`src/sv/uer_pkg.sv`:
```
// ----------------------------------------------------------------------------
// uer_pkg
// Shared types and constants for the ultrasonic echo ranger.
// ----------------------------------------------------------------------------
`default_nettype none

package uer_pkg;

  // free-running capture counter width (range 16..32)
  localparam int CNT_W   = 24;
  localparam int PULSE_W = 24;
  localparam int DIST_W  = 23;
  localparam int PT_W    = 16;
  localparam int TMO_W   = 24;
  localparam int WRAP_W  = 32;
  localparam int CFG_W   = 24;
  localparam int IDX_W   = 2;

  // round(17.15 * 256 * 65536 / 16000)
  localparam int MUL_W  = 15;
  localparam int PROD_W = CNT_W + MUL_W;
  localparam int FULL_W = PROD_W - 16;
  localparam int SAT_W  = (FULL_W > DIST_W) ? FULL_W : DIST_W;
  localparam logic [MUL_W-1:0]  DIST_MUL = 15'd17983;
  localparam logic [DIST_W-1:0] DIST_MAX = {DIST_W{1'b1}};

  localparam logic [PT_W-1:0]  PRE_LOW_RST  = 16'd32;
  localparam logic [PT_W-1:0]  TRIG_HI_RST  = 16'd80;
  localparam logic [TMO_W-1:0] TIMEOUT_RST  = 24'd800000;

  typedef enum logic [IDX_W-1:0] {
    REG_PRE_LOW = 2'd0,
    REG_TRIG_HI = 2'd1,
    REG_TIMEOUT = 2'd2
  } reg_idx_t;

  typedef enum logic [4:0] {
    PH_IDLE      = 5'b00001,
    PH_PRE_LOW   = 5'b00010,
    PH_HIGH      = 5'b00100,
    PH_WAIT_RISE = 5'b01000,
    PH_WAIT_FALL = 5'b10000
  } phase_t;

  typedef struct packed {
    logic kind;
    logic echo_level;
  } in_t;

  typedef struct packed {
    logic               trigger_level;
    logic               busy_res;
    logic               result_valid;
    logic               timed_out;
    logic [PULSE_W-1:0] pulse_ticks;
    logic               wrapped;
    logic [DIST_W-1:0]  distance_q8;
    logic [WRAP_W-1:0]  wrap_total;
  } out_t;

endpackage

`default_nettype wire

```
`src/sv/ultrasonic_echo_ranger_unit.sv`:
```
// ----------------------------------------------------------------------------
// ultrasonic_echo_ranger_unit
// Ping-sensor pulse-width ranging: trigger pulse, echo capture, distance.
// ----------------------------------------------------------------------------
// Each input transfer is one sensor clock tick (kind = start request, plus the
// sampled echo pin); each one produces exactly one result transfer. The block
// takes one tick per cycle unless a held result stalls it: the full per-tick
// update of the trigger sequencer, edge captures and timeout runs in a single
// pass into the state registers and a result register, and the only arithmetic
// after that register is the distance multiply on the stored echo width. A
// held result does not stall input while out_ready is high in the same cycle.
// Configuration (pre-low, trigger-high, timeout tick counts) is written through
// cfg_we/cfg_idx/cfg_wdata while no measurement traffic is pending.
`default_nettype none

module ultrasonic_echo_ranger_unit (
  input  wire logic                        clk,
  input  wire logic                        rst,
  input  wire logic                        cfg_we,
  input  wire logic [uer_pkg::IDX_W-1:0]   cfg_idx,
  input  wire logic [uer_pkg::CFG_W-1:0]   cfg_wdata,
  input  wire logic                        in_valid,
  output logic                             in_ready,
  input  wire uer_pkg::in_t                in_data,
  output logic                             out_valid,
  input  wire logic                        out_ready,
  output uer_pkg::out_t                    out_data
);

  // configuration
  logic [uer_pkg::PT_W-1:0]  pre_low_ticks;
  logic [uer_pkg::PT_W-1:0]  trigger_high_ticks;
  logic [uer_pkg::TMO_W-1:0] timeout_ticks;

  // state
  uer_pkg::phase_t             phase, phase_next;
  logic [uer_pkg::CNT_W-1:0]   down_counter;
  logic [uer_pkg::PT_W-1:0]    phase_ticks, phase_ticks_next;
  logic [uer_pkg::TMO_W-1:0]   elapsed_ticks, elapsed_ticks_next;
  logic [uer_pkg::CNT_W-1:0]   rise_capture, rise_capture_next;
  logic                        prev_echo;
  logic [uer_pkg::CNT_W-1:0]   last_width, last_width_next;
  logic                        last_wrapped, last_wrapped_next;
  logic [uer_pkg::WRAP_W-1:0]  wrap_count, wrap_count_next;

  // result register
  logic r_trig, r_busy, r_valid, r_tmo;
  logic trig_next, valid_next, tmo_next;

  logic accept;
  logic start, echo, rise, fall;
  uer_pkg::phase_t           ph_a, ph_b, ph_c;
  logic [uer_pkg::PT_W-1:0]  pt_a, pt_b;
  logic [uer_pkg::DIST_W-1:0] dist_q8;

  assign in_ready = !out_valid || out_ready;
  assign accept   = in_valid && in_ready;
  assign start    = in_data.kind;
  assign echo     = in_data.echo_level;
  assign rise     = echo && !prev_echo;
  assign fall     = !echo && prev_echo;

  always_comb begin
    ph_a               = phase;
    pt_a               = phase_ticks;
    elapsed_ticks_next = elapsed_ticks;
    last_width_next    = last_width;
    last_wrapped_next  = last_wrapped;
    rise_capture_next  = rise_capture;
    wrap_count_next    = wrap_count;
    valid_next         = 1'b0;
    tmo_next           = 1'b0;

    if (start) begin
      ph_a               = uer_pkg::PH_PRE_LOW;
      pt_a               = '0;
      elapsed_ticks_next = '0;
      last_width_next    = '0;
      last_wrapped_next  = 1'b0;
    end

    // trigger sequencer: zero-length phases fall through on the same tick
    ph_b = ph_a;
    pt_b = pt_a;
    if (ph_a == uer_pkg::PH_PRE_LOW && pt_a >= pre_low_ticks) begin
      ph_b = uer_pkg::PH_HIGH;
      pt_b = '0;
    end
    ph_c             = ph_b;
    phase_ticks_next = pt_b;
    if (ph_b == uer_pkg::PH_HIGH && pt_b >= trigger_high_ticks) begin
      ph_c             = uer_pkg::PH_WAIT_RISE;
      phase_ticks_next = '0;
    end
    trig_next = (ph_c == uer_pkg::PH_HIGH);
    if (ph_c == uer_pkg::PH_PRE_LOW || ph_c == uer_pkg::PH_HIGH) begin
      phase_ticks_next = phase_ticks_next + 1'b1;
    end

    phase_next = ph_c;
    if (ph_c != uer_pkg::PH_IDLE) begin
      elapsed_ticks_next = elapsed_ticks_next + 1'b1;
      if (ph_c == uer_pkg::PH_WAIT_RISE && rise) begin
        rise_capture_next = down_counter;
        phase_next        = uer_pkg::PH_WAIT_FALL;
      end else if (ph_c == uer_pkg::PH_WAIT_FALL && fall) begin
        last_width_next = rise_capture - down_counter;
        if (rise_capture < down_counter) begin
          last_wrapped_next = 1'b1;
          wrap_count_next   = wrap_count + 1'b1;
        end else begin
          last_wrapped_next = 1'b0;
        end
        phase_next = uer_pkg::PH_IDLE;
        valid_next = 1'b1;
      end
      if (phase_next != uer_pkg::PH_IDLE && elapsed_ticks_next >= timeout_ticks) begin
        last_width_next = '0;
        phase_next      = uer_pkg::PH_IDLE;
        valid_next      = 1'b1;
        tmo_next        = 1'b1;
      end
    end
  end

  always_ff @(posedge clk) begin
    if (rst) begin
      pre_low_ticks      <= uer_pkg::PRE_LOW_RST;
      trigger_high_ticks <= uer_pkg::TRIG_HI_RST;
      timeout_ticks      <= uer_pkg::TIMEOUT_RST;
    end else if (cfg_we) begin
      unique case (cfg_idx)
        uer_pkg::REG_PRE_LOW: pre_low_ticks      <= cfg_wdata[uer_pkg::PT_W-1:0];
        uer_pkg::REG_TRIG_HI: trigger_high_ticks <= cfg_wdata[uer_pkg::PT_W-1:0];
        uer_pkg::REG_TIMEOUT: timeout_ticks      <= cfg_wdata[uer_pkg::TMO_W-1:0];
        default: ;
      endcase
    end
  end

  always_ff @(posedge clk) begin
    if (rst) begin
      phase         <= uer_pkg::PH_IDLE;
      down_counter  <= '1;
      phase_ticks   <= '0;
      elapsed_ticks <= '0;
      rise_capture  <= '0;
      prev_echo     <= 1'b0;
      last_width    <= '0;
      last_wrapped  <= 1'b0;
      wrap_count    <= '0;
      out_valid     <= 1'b0;
      r_trig        <= 1'b0;
      r_busy        <= 1'b0;
      r_valid       <= 1'b0;
      r_tmo         <= 1'b0;
    end else if (accept) begin
      phase         <= phase_next;
      down_counter  <= down_counter - 1'b1;
      phase_ticks   <= phase_ticks_next;
      elapsed_ticks <= elapsed_ticks_next;
      rise_capture  <= rise_capture_next;
      prev_echo     <= echo;
      last_width    <= last_width_next;
      last_wrapped  <= last_wrapped_next;
      wrap_count    <= wrap_count_next;
      out_valid     <= 1'b1;
      r_trig        <= trig_next;
      r_busy        <= (phase_next != uer_pkg::PH_IDLE);
      r_valid       <= valid_next;
      r_tmo         <= tmo_next;
    end else if (out_ready) begin
      out_valid <= 1'b0;
    end
  end

  // width, wrap flag and wrap count only change on accept, so they track the
  // result register
  uer_dist u_dist (
    .ticks   (last_width),
    .dist_q8 (dist_q8)
  );

  always_comb begin
    out_data.trigger_level = r_trig;
    out_data.busy_res      = r_busy;
    out_data.result_valid  = r_valid;
    out_data.timed_out     = r_tmo;
    out_data.pulse_ticks   = uer_pkg::PULSE_W'(last_width);
    out_data.wrapped       = last_wrapped;
    out_data.distance_q8   = dist_q8;
    out_data.wrap_total    = wrap_count;
  end

endmodule

`default_nettype wire

```
`src/sv/uer_dist.sv`:
```
// ----------------------------------------------------------------------------
// uer_dist
// Echo width to distance in 1/256 cm: (ticks * 17983) >> 16, saturated.
// ----------------------------------------------------------------------------
`default_nettype none

module uer_dist (
  input  wire logic [uer_pkg::CNT_W-1:0]  ticks,
  output logic      [uer_pkg::DIST_W-1:0] dist_q8
);

  logic [uer_pkg::PROD_W-1:0] prod;
  logic [uer_pkg::SAT_W-1:0]  full;

  assign prod = uer_pkg::PROD_W'(ticks) * uer_pkg::PROD_W'(uer_pkg::DIST_MUL);
  assign full = uer_pkg::SAT_W'(prod[uer_pkg::PROD_W-1:16]);

  always_comb begin
    if (full > uer_pkg::SAT_W'(uer_pkg::DIST_MAX)) begin
      dist_q8 = uer_pkg::DIST_MAX;
    end else begin
      dist_q8 = full[uer_pkg::DIST_W-1:0];
    end
  end

endmodule

`default_nettype wire
```
`config.mk`:
```
export PLATFORM = sky130hd
export DESIGN_NAME = ultrasonic_echo_ranger_unit
export DESIGN_NICKNAME = d
export VERILOG_FILES = /design/src/sv/uer_pkg.sv /design/src/sv/ultrasonic_echo_ranger_unit.sv /design/src/sv/uer_dist.sv
export SDC_FILE = /design/constraint.sdc
export NUM_CORES = 1
export LEC_CHECK = 0
export BUFFER_PORTS_ARGS = -buffer_cell sky130_fd_sc_hd__buf_2
export CORE_MARGIN = 1.5
export CORE_UTILIZATION = 57
export DETAILED_ROUTE_END_ITERATION = 7
export GPL_TIMING_DRIVEN = 0
export PLACE_DENSITY = 0.76
export SYNTH_ARGS = -nofsm -noshare
export SYNTH_HDL_FRONTEND = slang
export SYNTH_SLANG_ARGS = --single-unit
```
`constraint.sdc`:
```
create_clock -name clk -period 15.9 [get_ports clk]
set_clock_uncertainty 0.05 [all_clocks]
set_input_delay 1.59 -clock clk [delete_from_list [all_inputs] [get_ports clk]]
set_output_delay 1.59 -clock clk [all_outputs]
set_load 0.02 [all_outputs]
```
==> results.cfg, run 1 <==
[final_layout]
drive_gt1_share_pct = 8.95
final_common_cell = inv_1
final_cell_mix = inv_1 (272), nand2_1 (253), ha_1 (232)
fin_nets = 2693
antennaDiodeCount = 0
stdcell_count = 2719
areaGrowthSynthToFinish_pct = 10.7

[detailed_routing]
drt_first_iter_violations = 1119
drc_errors = 0
drtAntennaViolNets = 0
num_vias = 16000
viasPerCell = 5.87
wl_per_cell_um = 17.7
drt-pass1-iter-count = 5
wl_um = 48200

[setup_path]
reg2reg_depth = 24
r2r_end = phase_ticks[12]
cp-start-kind = input port
r2r_start = phase_ticks[6]
cpMostUsedCell = clkbuf_1
cp_num_buf_inv = 8
cp_slowest_cell = clkbuf_1
critPathMaxFanout = 10
cp-end-kind = flip-flop
crit_arrival_ns = 9.62
worstPathRequired_ns = 16.22
rrSetupSlack_ns = 9.22
crit_type = in -> reg
crit_family = buffers and inverters
cpPeakStageDelay_ns = 0.59

[global_route]
grt_pass1_vias = 15900
grt_pass1_wl_um = 79400
antenna_found_initial = 1
grt_max_degree = 15
grt.total_usage_pct = 29.7
grt_overflow_total = 0

[timing]
fin_tns_setup_ns = 0
finalMaxSlewViolations = 0
worst_slew_pin_slew_ns = 1.04
rsz0062_at_grt = no
maxSlewHeadroom_pct = 29.5
period_minus_slack_ns = 9.30
fmax_mhz = 108
setup_viol = 0
final_hold_viol_count = 0
finalCritPeriodShare_pct = 58.5
worst_slack_ns = 6.60

[yosys]
mappedNetlistArea_sq_um = 18000
async_flop_share_pct = 0
avgSynthCellArea_sq_um = 8.34
synth-edff-count = 0
synth_cell_types = 75
synthCells = 2163
synth_warnings = 0
synth_ff_type = dfxtp_1
synth_nets = 2550
seq_area_frac_synth_pct = 23.5
ys_seq_elements = 212

[clocking]
post-cts-setup-buffers = 0
clockBufferDepth = 3
numCtsBuffers = 24
clkTransAtPathRegs_ns = 0.06
clk-insertion-delay-late_ns = 0.53
cts_tree = yes
holdBufCountCts = 0
cts_resized = 0
cts_root_buf = clkbuf_16
htree_num_levels = 1
clock_sinks = 212

[job]
drv_cap = 0

[placed_design]
placedCellCount = 2676
place_ws_ns = 6.27
io_buffer_count = 117
place.gp.congestion = 0.930
post-dp-hpwl_um = 37300

[status]
status = finished, final reports clean

[pwr]
power.density_nw_per_um2 = 61.7
leakagePower_nw = 9.60
ir_worst_vdd_mv = 0.0869

[min_path]
min_path_type = reg -> reg
worstHoldPathCells = 2
min-delay-start = pre_low_ticks[6]
whs_endpoint = pre_low_ticks[6]

[floorplanning]
die_y_um = 181
initial_core_util_pct = 58.4
chipWidth_um = 181
coreArea_sq_um = 30900
die_area_sq_um = 32700
fp-row-count = 64
io_pins = 119
==> Yosys cell counts, drive strengths merged, types with 14 or more instances <==
| cell type | instances | area share, % |
|---|---|---|
| o211ai | 15 | 0.62 |
| o41ai | 16 | 0.78 |
| a21o | 29 | 1.2 |
| o21a | 15 | 0.62 |
| a21oi | 182 | 5.0 |
| nor3 | 28 | 0.78 |
| nand4 | 31 | 1.1 |
| ha | 232 | 16 |
| or3 | 16 | 0.55 |
| clkbuf | 76 | 1.6 |
| nand2 | 253 | 5.3 |
| nor2b | 29 | 1.0 |
| nand3 | 95 | 2.6 |
| fa | 122 | 14 |
| o311ai | 18 | 0.87 |
| dfxtp | 212 | 24 |
| xnor2 | 56 | 2.7 |
| o21ai | 86 | 2.4 |
| nor2 | 104 | 2.2 |
| inv | 273 | 5.7 |
| a211oi | 18 | 0.78 |
| a31oi | 16 | 0.55 |
| buf | 16 | 0.54 |
| xor2 | 21 | 1.0 |
| and3 | 17 | 0.59 |
| and2 | 18 | 0.62 |
| nor4 | 14 | 0.49 |
| or2 | 20 | 0.69 |
==> final cells by class <==
cell class	instances	area (sq um)
Clock inverter	11	154
Clock buffer	32	701
Timing Repair Buffer	117	586
Fill cell	2703	10900
Inverter	274	1030
Sequential cell	212	4240
Buffer	92	383
Tap cell	396	495
Multi-Input combinational cell	1585	12400
==> worst max-delay path by stage <==
stage,startpoint,endpoint,slack (ns),cells past startpoint
6_report,in_data[1],phase_ticks[12],6.60,29
3_5_place_dp,in_data[1],phase_ticks[12],6.27,29
3_3_place_gp,in_data[1],phase_ticks[14],6.21,29
5_1_grt,in_data[1],phase_ticks[10],6.04,29
2_1_floorplan,in_data[1],phase_ticks[14],8.23,29
4_1_cts,in_data[1],phase_ticks[12],6.79,29
==> cells by family (layout without fill, tap and decap cells) <==
logic type	Yosys count	after routing	synth area share, %
xor+xnor	77	77	3.74
fa+ha+maj	354	354	29.6
mux	12	12	0.714
flops	212	212	23.5
buf+inv	366	526	7.82
compound gates	477	477	16.8
simple gates	665	665	17.8
==> stage by stage <==
step           power (mW)  hold slack, ns  utilization [%]  area [sq um]
6_report             1.23           0.405             64.6         20000
5_1_grt              1.27           0.430             64.6         20000
4_1_cts              1.23           0.407             64.6         20000
3_5_place_dp        0.647           0.399             61.9         19100
3_3_place_gp        0.645           0.394             61.9         19100
2_1_floorplan       0.613           0.382                -         18000
==> registers in the layout (all words and copies together) (netlist names), 5 cells and up <==
name / cells
wrap_count: 32
down_counter: 24
elapsed_ticks: 24
last_width: 24
rise_capture: 24
timeout_ticks: 24
phase_ticks: 16
pre_low_ticks: 16
trigger_high_ticks: 16
phase: 5
==> power by group <==
part           total [mW]  switching, mW  internal (mW)  leakage (nW)
registers           0.544        0.00561          0.539          1.72
logic              0.0942         0.0667         0.0275          7.47
clock network       0.593          0.234          0.359         0.417
total                1.23          0.306          0.925          9.60
==> worst min-delay path, cell delays in order (launching register included) <==
cell	delay (ns)
dfxtp_1	0.31
nand2_1	0.05
a21oi_1	0.05
==> layer usage <==
layer | track usage, % | vias up | wire (um)
met3 | 3.49 | 115 | 2430
li1 | - | 7731 | -
met5 | 0 | - | 0
met4 | 12.6 | 0 | 1930
met1 | 36.9 | 7623 | 20500
met2 | 52.0 | 501 | 23300
Note: power is estimated with default switching activity, not from simulation.
==> run 2, diff against run 1 <==
Settings changed: PLACE_DENSITY 0.76 to 0.79.
Clock period 15.9 ns to 7.5 ns, I/O delays scaled along.
==> results.cfg, run 2 (synthesized netlist as in run 1, its figures left out) <==
[final_layout]
regMostFlops = wrap_count
stdcell_count = 2716
areaGrowthSynthToFinish_pct = 11.0
design_area_sq_um = 20000
fin_nets = 2691
final_common_cell = inv_1
antennaDiodeCount = 0
drive_gt1_share_pct = 9.87
largest_reg_flops = 32
final_cell_mix = inv_1 (272), nand2_1 (253), ha_1 (232)

[global_route]
antenna_found_initial = 0
grt_pass1_wl_um = 78400
grt_max_degree = 20
grt.total_usage_pct = 29.1
grt_pass1_vias = 15800
grt_overflow_total = 0

[clocking]
numCtsBuffers = 23
clockBufferDepth = 3
clock_sinks = 212
htree_num_levels = 1
clkTransAtPathRegs_ns = 0.06
holdBufCountCts = 0
clk-insertion-delay-late_ns = 0.52
cts_root_buf = clkbuf_16
cts_tree = yes

[pwr]
leakagePower_nw = 9.62
power.density_nw_per_um2 = 129
p_total_mw = 2.59
ir_worst_vdd_mv = 0.184

[floorplanning]
die_y_um = 181
fp-row-count = 64
chipWidth_um = 181
initial_core_util_pct = 58.4
io_pins = 119
die_area_sq_um = 32700
coreArea_sq_um = 30900

[min_path]
whs_endpoint = pre_low_ticks[6]
min-delay-start = pre_low_ticks[6]
worstHoldPathCells = 2
min_path_type = reg -> reg

[setup_path]
cpMostUsedCell = fa_1
reg2reg_depth = 25
crit_arrival_ns = 6.48
cp_num_buf_inv = 5
worstPathRequired_ns = 6.70
crit_type = reg -> out
cp_slowest_cell = fa_1
crit_family = adder cells
rrSetupSlack_ns = 1.10
r2r_start = phase_ticks[6]
critPathMaxFanout = 10
r2r_end = phase_ticks[8]
cp-start-kind = flip-flop
cp_cell_sequence = fa_1, fa_1, ha_1, inv_1, fa_1, inv_1, fa_1, inv_1, fa_1, inv_1, ha_1, a21oi_1, o21ai_0, a211o_1, a211oi_2, a211o_1, a31oi_1, or4_1, o311ai_0, buf_2
cpPeakStageDelay_ns = 0.54
cp-end-kind = primary output

[status]
status = finished, final reports clean

[timing]
fmax_mhz = 137
rsz0062_at_grt = yes
finalMaxSlewViolations = 0
finalCritPeriodShare_pct = 97.0
period_minus_slack_ns = 7.28
worst_slack_ns = 0.223
setup_viol = 0
final_hold_viol_count = 0
worst_slew_pin_slew_ns = 0.947
maxSlewHeadroom_pct = 36.4

[placed_design]
place_area_sq_um = 19100
io_buffer_count = 117
placedCellCount = 2676
place.gp.congestion = 0.934
place_ws_ns = -1.34
post-dp-hpwl_um = 37000

[detailed_routing]
wl_per_cell_um = 17.6
drt_first_iter_violations = 1121
drc_errors = 0
drtAntennaViolNets = 0
num_vias = 16000
drt-pass1-iter-count = 5
wl_um = 47800
viasPerCell = 5.89

[job]
drv_cap = 0
run 2: cell type report:
type                    count  area [sq um]
multi-input cells        1585         12400
fillers                  2525         10900
flip-flops and latches    212          4280
inverters                 274          1030
clock buffers              31           636
repair buffers            118           593
well taps                 396           495
plain buffers              90           384
clock inverters            10           178
run 2: report_power, final:
group	leakage [nW]	total (mW)	internal, mW	switching (mW)
registers	1.73	1.15	1.14	0.0121
clock network	0.397	1.24	0.765	0.477
logic	7.49	0.199	0.0587	0.140
total	9.62	2.59	1.96	0.629
run 2: how the worst max path moves through the flow:
stage                         from         endpoint  slack, ns  depth (start not counted)
finish              last_width[23]     out_data[54]       0.22                         20
global route            in_data[1]   phase_ticks[8]      -0.02                         28
CTS                 last_width[18]     out_data[54]       0.02                         18
detailed placement      in_data[1]  phase_ticks[14]      -1.34                         29
global placement        in_data[1]  phase_ticks[14]      -1.35                         29
floorplan               in_data[1]  phase_ticks[14]       0.67                         29
run 2: through the flow:
step | utilization, % | setup TNS (ns) | hold slack [ns]
floorplan | - | 0 | 0.382
finish | 64.8 | 0 | 0.406
detailed placement | 61.9 | -25.44 | 0.398
CTS | 64.6 | 0 | 0.399
global route | 64.8 | -0.0200 | 0.420
global placement | 61.9 | -25.99 | 0.394
run 2: per-layer routing:
layer,track usage (%),vias up,wire length (um)
met2,51.7,514,23600
met1,37.2,7651,20400
met3,2.68,92,2540
li1,-,7728,-
met4,8.94,0,1240
met5,0,-,0
run 2: timing repair:
action	CTS	global route
setup buffers	0	1
endpoints found under the setup margin	23	13
resized for setup	20	23
pin swaps	0	1
run 2: worst register-to-register path: cells and delay by family (launching register included):
kind	cells	cell delay, ns
flops	1	0.39
compound gates	8	2.11
buf+inv	4	1.00
fa+ha+maj	3	0.71
simple gates	10	2.05
==> run 3, diff against run 2 <==
Settings changed: SYNTH_HIERARCHICAL set to 1.
==> results.cfg, run 3 <==
[final_layout]
design_area_sq_um = 20700
largest_reg_flops = 32
multi_input_area_sq_um = 12900
ff_latch_area_sq_um = 4250
areaGrowthSynthToFinish_pct = 10.6
final_cell_mix = inv_1 (307), nand2_1 (268), ha_1 (232)
final_core_util_pct = 63.7
stdcell_count = 2869
regMostFlops = wrap_count
fin_nets = 2800
fillerInstances = 2771
final_common_cell = inv_1
antennaDiodeCount = 0
drive_gt1_share_pct = 9.31

[setup_path]
critPathMaxFanout = 7
cp_slowest_cell = fa_1
cp-end-kind = primary output
crit_type = reg -> out
cp-start-kind = flip-flop
worstPathRequired_ns = 6.70
cpMostUsedCell = fa_1
crit_arrival_ns = 6.41
cp_cell_sequence = inv_1, fa_1, fa_1, inv_1, ha_1, fa_1, fa_1, inv_1, fa_1, inv_1, ha_1, a21oi_1, o211ai_1, a21oi_1, a31oi_1, a221oi_2, o21ba_1, xnor2_1, buf_2
reg2reg_depth = 22
cpPeakStageDelay_ns = 0.60

[clocking]
numCtsBuffers = 23
htree_num_levels = 1
cts_tree = yes
clkTransAtPathRegs_ns = 0.06
clockBufferDepth = 3
cts_root_buf = clkbuf_16
holdBufCountCts = 0
clk-insertion-delay-late_ns = 0.51
clock_sinks = 212

[timing]
final_hold_viol_count = 0
worst_slew_pin_slew_ns = 1.03
setup_viol = 0
finalMaxSlewViolations = 0
finalCritPeriodShare_pct = 96.1
fin_tns_setup_ns = 0
rsz0062_at_grt = no
maxSlewHeadroom_pct = 31.4
fmax_mhz = 139
period_minus_slack_ns = 7.21

[pwr]
p_total_mw = 2.57
p_seq_share_pct = 44.9
leakagePower_nw = 10.2
ir_worst_vdd_mv = 0.247
switching_share_pct = 24.7
power.density_nw_per_um2 = 124
intPower_mw = 1.93
share_comb_of_total_power_pct = 7.9
clkPwrFrac_pct = 47.2
p_switching_mw = 0.633

[yosys]
synth_top_cell_area_share_pct = 22.7
seq_area_frac_synth_pct = 22.7
yosysMostFrequentCell = inv_1
synth_area_leader_cell = dfxtp_1
synthCells = 2270
synth_nets = 2657
avgSynthCellArea_sq_um = 8.24
synth_common_cells = inv_1 (307), nand2_1 (268), ha_1 (232)
synth_warnings = 6
async_flop_share_pct = 0
synth-edff-count = 0
mappedNetlistArea_sq_um = 18700
ys_seq_elements = 212
synth_area_leaders = dfxtp_1 (23%), ha_1 (16%), fa_1 (13%), inv_1 (6.2%), nand2_1 (5.4%)
synth_cell_types = 86
synth_ff_type = dfxtp_1

[placed_design]
place_area_sq_um = 19800
io_buffer_count = 117
post-dp-hpwl_um = 38600
place.gp.congestion = 0.934
placedCellCount = 2829

[detailed_routing]
viasPerCell = 5.79
wl_per_cell_um = 17.0
wl_um = 48800
drtAntennaViolNets = 0
num_vias = 16600
drt-pass1-iter-count = 6
drc_errors = 0
drt_first_iter_violations = 1325

[global_route]
grt.total_usage_pct = 28.9
use_met1_pct = 37.7
grt_pass1_wl_um = 79300
gr-usage-met2_pct = 49.5
busiest_layer = met2
grt_max_degree = 20
met3_usage_pct = 4.01
grt_pass1_vias = 16200
grt_overflow_total = 0
antenna_found_initial = 0

[min_path]
min_path_type = reg -> reg
worstHoldPathCells = 2

[floorplanning]
chipWidth_um = 184
die_y_um = 184
fp-row-count = 66
coreArea_sq_um = 32500
io_pins = 119
initial_core_util_pct = 57.6
die_area_sq_um = 33900

[job]
drv_cap = 0

[status]
status = finished, final reports clean
-- run 3: changes by cell type in the layout (fill, tap and decap cells not counted), moves of 12 or more --
cell	delta
o311ai_0	-17
dfxtp_1	+13
inv_1	+35
a21oi_1	-19
nor2_1	+44
nor2b_1	+12
mux2i_1	+20
nand2_1	+15
o211ai_1	+12
nand3_1	-40
a22oi_1	+14
-- run 3: path summary, 6_finish.rpt --
path / from / slack [ns] / endpoint
hold / removal: trigger_high_ticks[7] / 0.41 / trigger_high_ticks[7]
setup reg to reg: phase_ticks[9] / 1.20 / phase_ticks[14]
setup / recovery: last_width[14] / 0.29 / out_data[49]
hold reg to reg: trigger_high_ticks[7] / 0.41 / trigger_high_ticks[7]
-- run 3: per-layer routing --
metal	part of all wire, %	up-vias
met5	0	-
met4	2.3	0
met3	7.7	77
met2	47	574
met1	43	7923
li1	-	8033
-- run 3: cell type report --
cell class | instances | share of cell area (%)
inverter | 308 | 5.59
clock buffer | 28 | 3.02
clock inverter | 11 | 0.823
buffer | 94 | 1.90
sequential | 212 | 20.5
timing repair buffer | 120 | 2.94
multi-input combinational | 1654 | 62.5
tap | 442 | 2.67
-- run 3: critical path: cells and delay by family (launching register included) --
kind	cells	cell delay, ns
compound gates	6	1.34
xor+xnor	1	0.11
fa+ha+maj	7	3.38
buf+inv	5	0.52
flops	1	0.53
-- run 3: what timing repair did --
action,CTS,global route
endpoints found under the hold margin,0,0
setup buffers,0,3
endpoints found under the setup margin,42,11
resized for setup,4,8
pin swaps,0,1
-- run 3: cell families after synthesis --
family / count (synthesis) / share of synthesized area (%)
adders and majority gates: 354 / 28.6
xor gates and xnor gates: 91 / 4.26
and+or+nand+nor: 703 / 17.9
DFF: 212 / 22.7
buffers and inverters: 404 / 8.28
AOI/OAI and AO/OA: 473 / 16.5
muxes: 33 / 1.82
-- run 3: through the flow --
step | hold WS, ns | worst slack (ns)
after floorplan | 0.377 | 0.591
after global routing | 0.425 | 0.00278
after global placement | 0.392 | -1.38
final | 0.406 | 0.289
after detailed placement | 0.396 | -1.45
after CTS | 0.406 | 0.00369
-- run 3: power by group through the flow --
stage          registers (mW)  clock network (mW)  logic, mW
6_report                 1.15                1.21      0.203
3_5_place_dp             1.18                   0      0.196
3_3_place_gp             1.18                   0      0.191
4_1_cts                  1.15                1.23      0.197
5_1_grt                  1.15                1.27      0.222
2_1_floorplan            1.17                   0      0.124
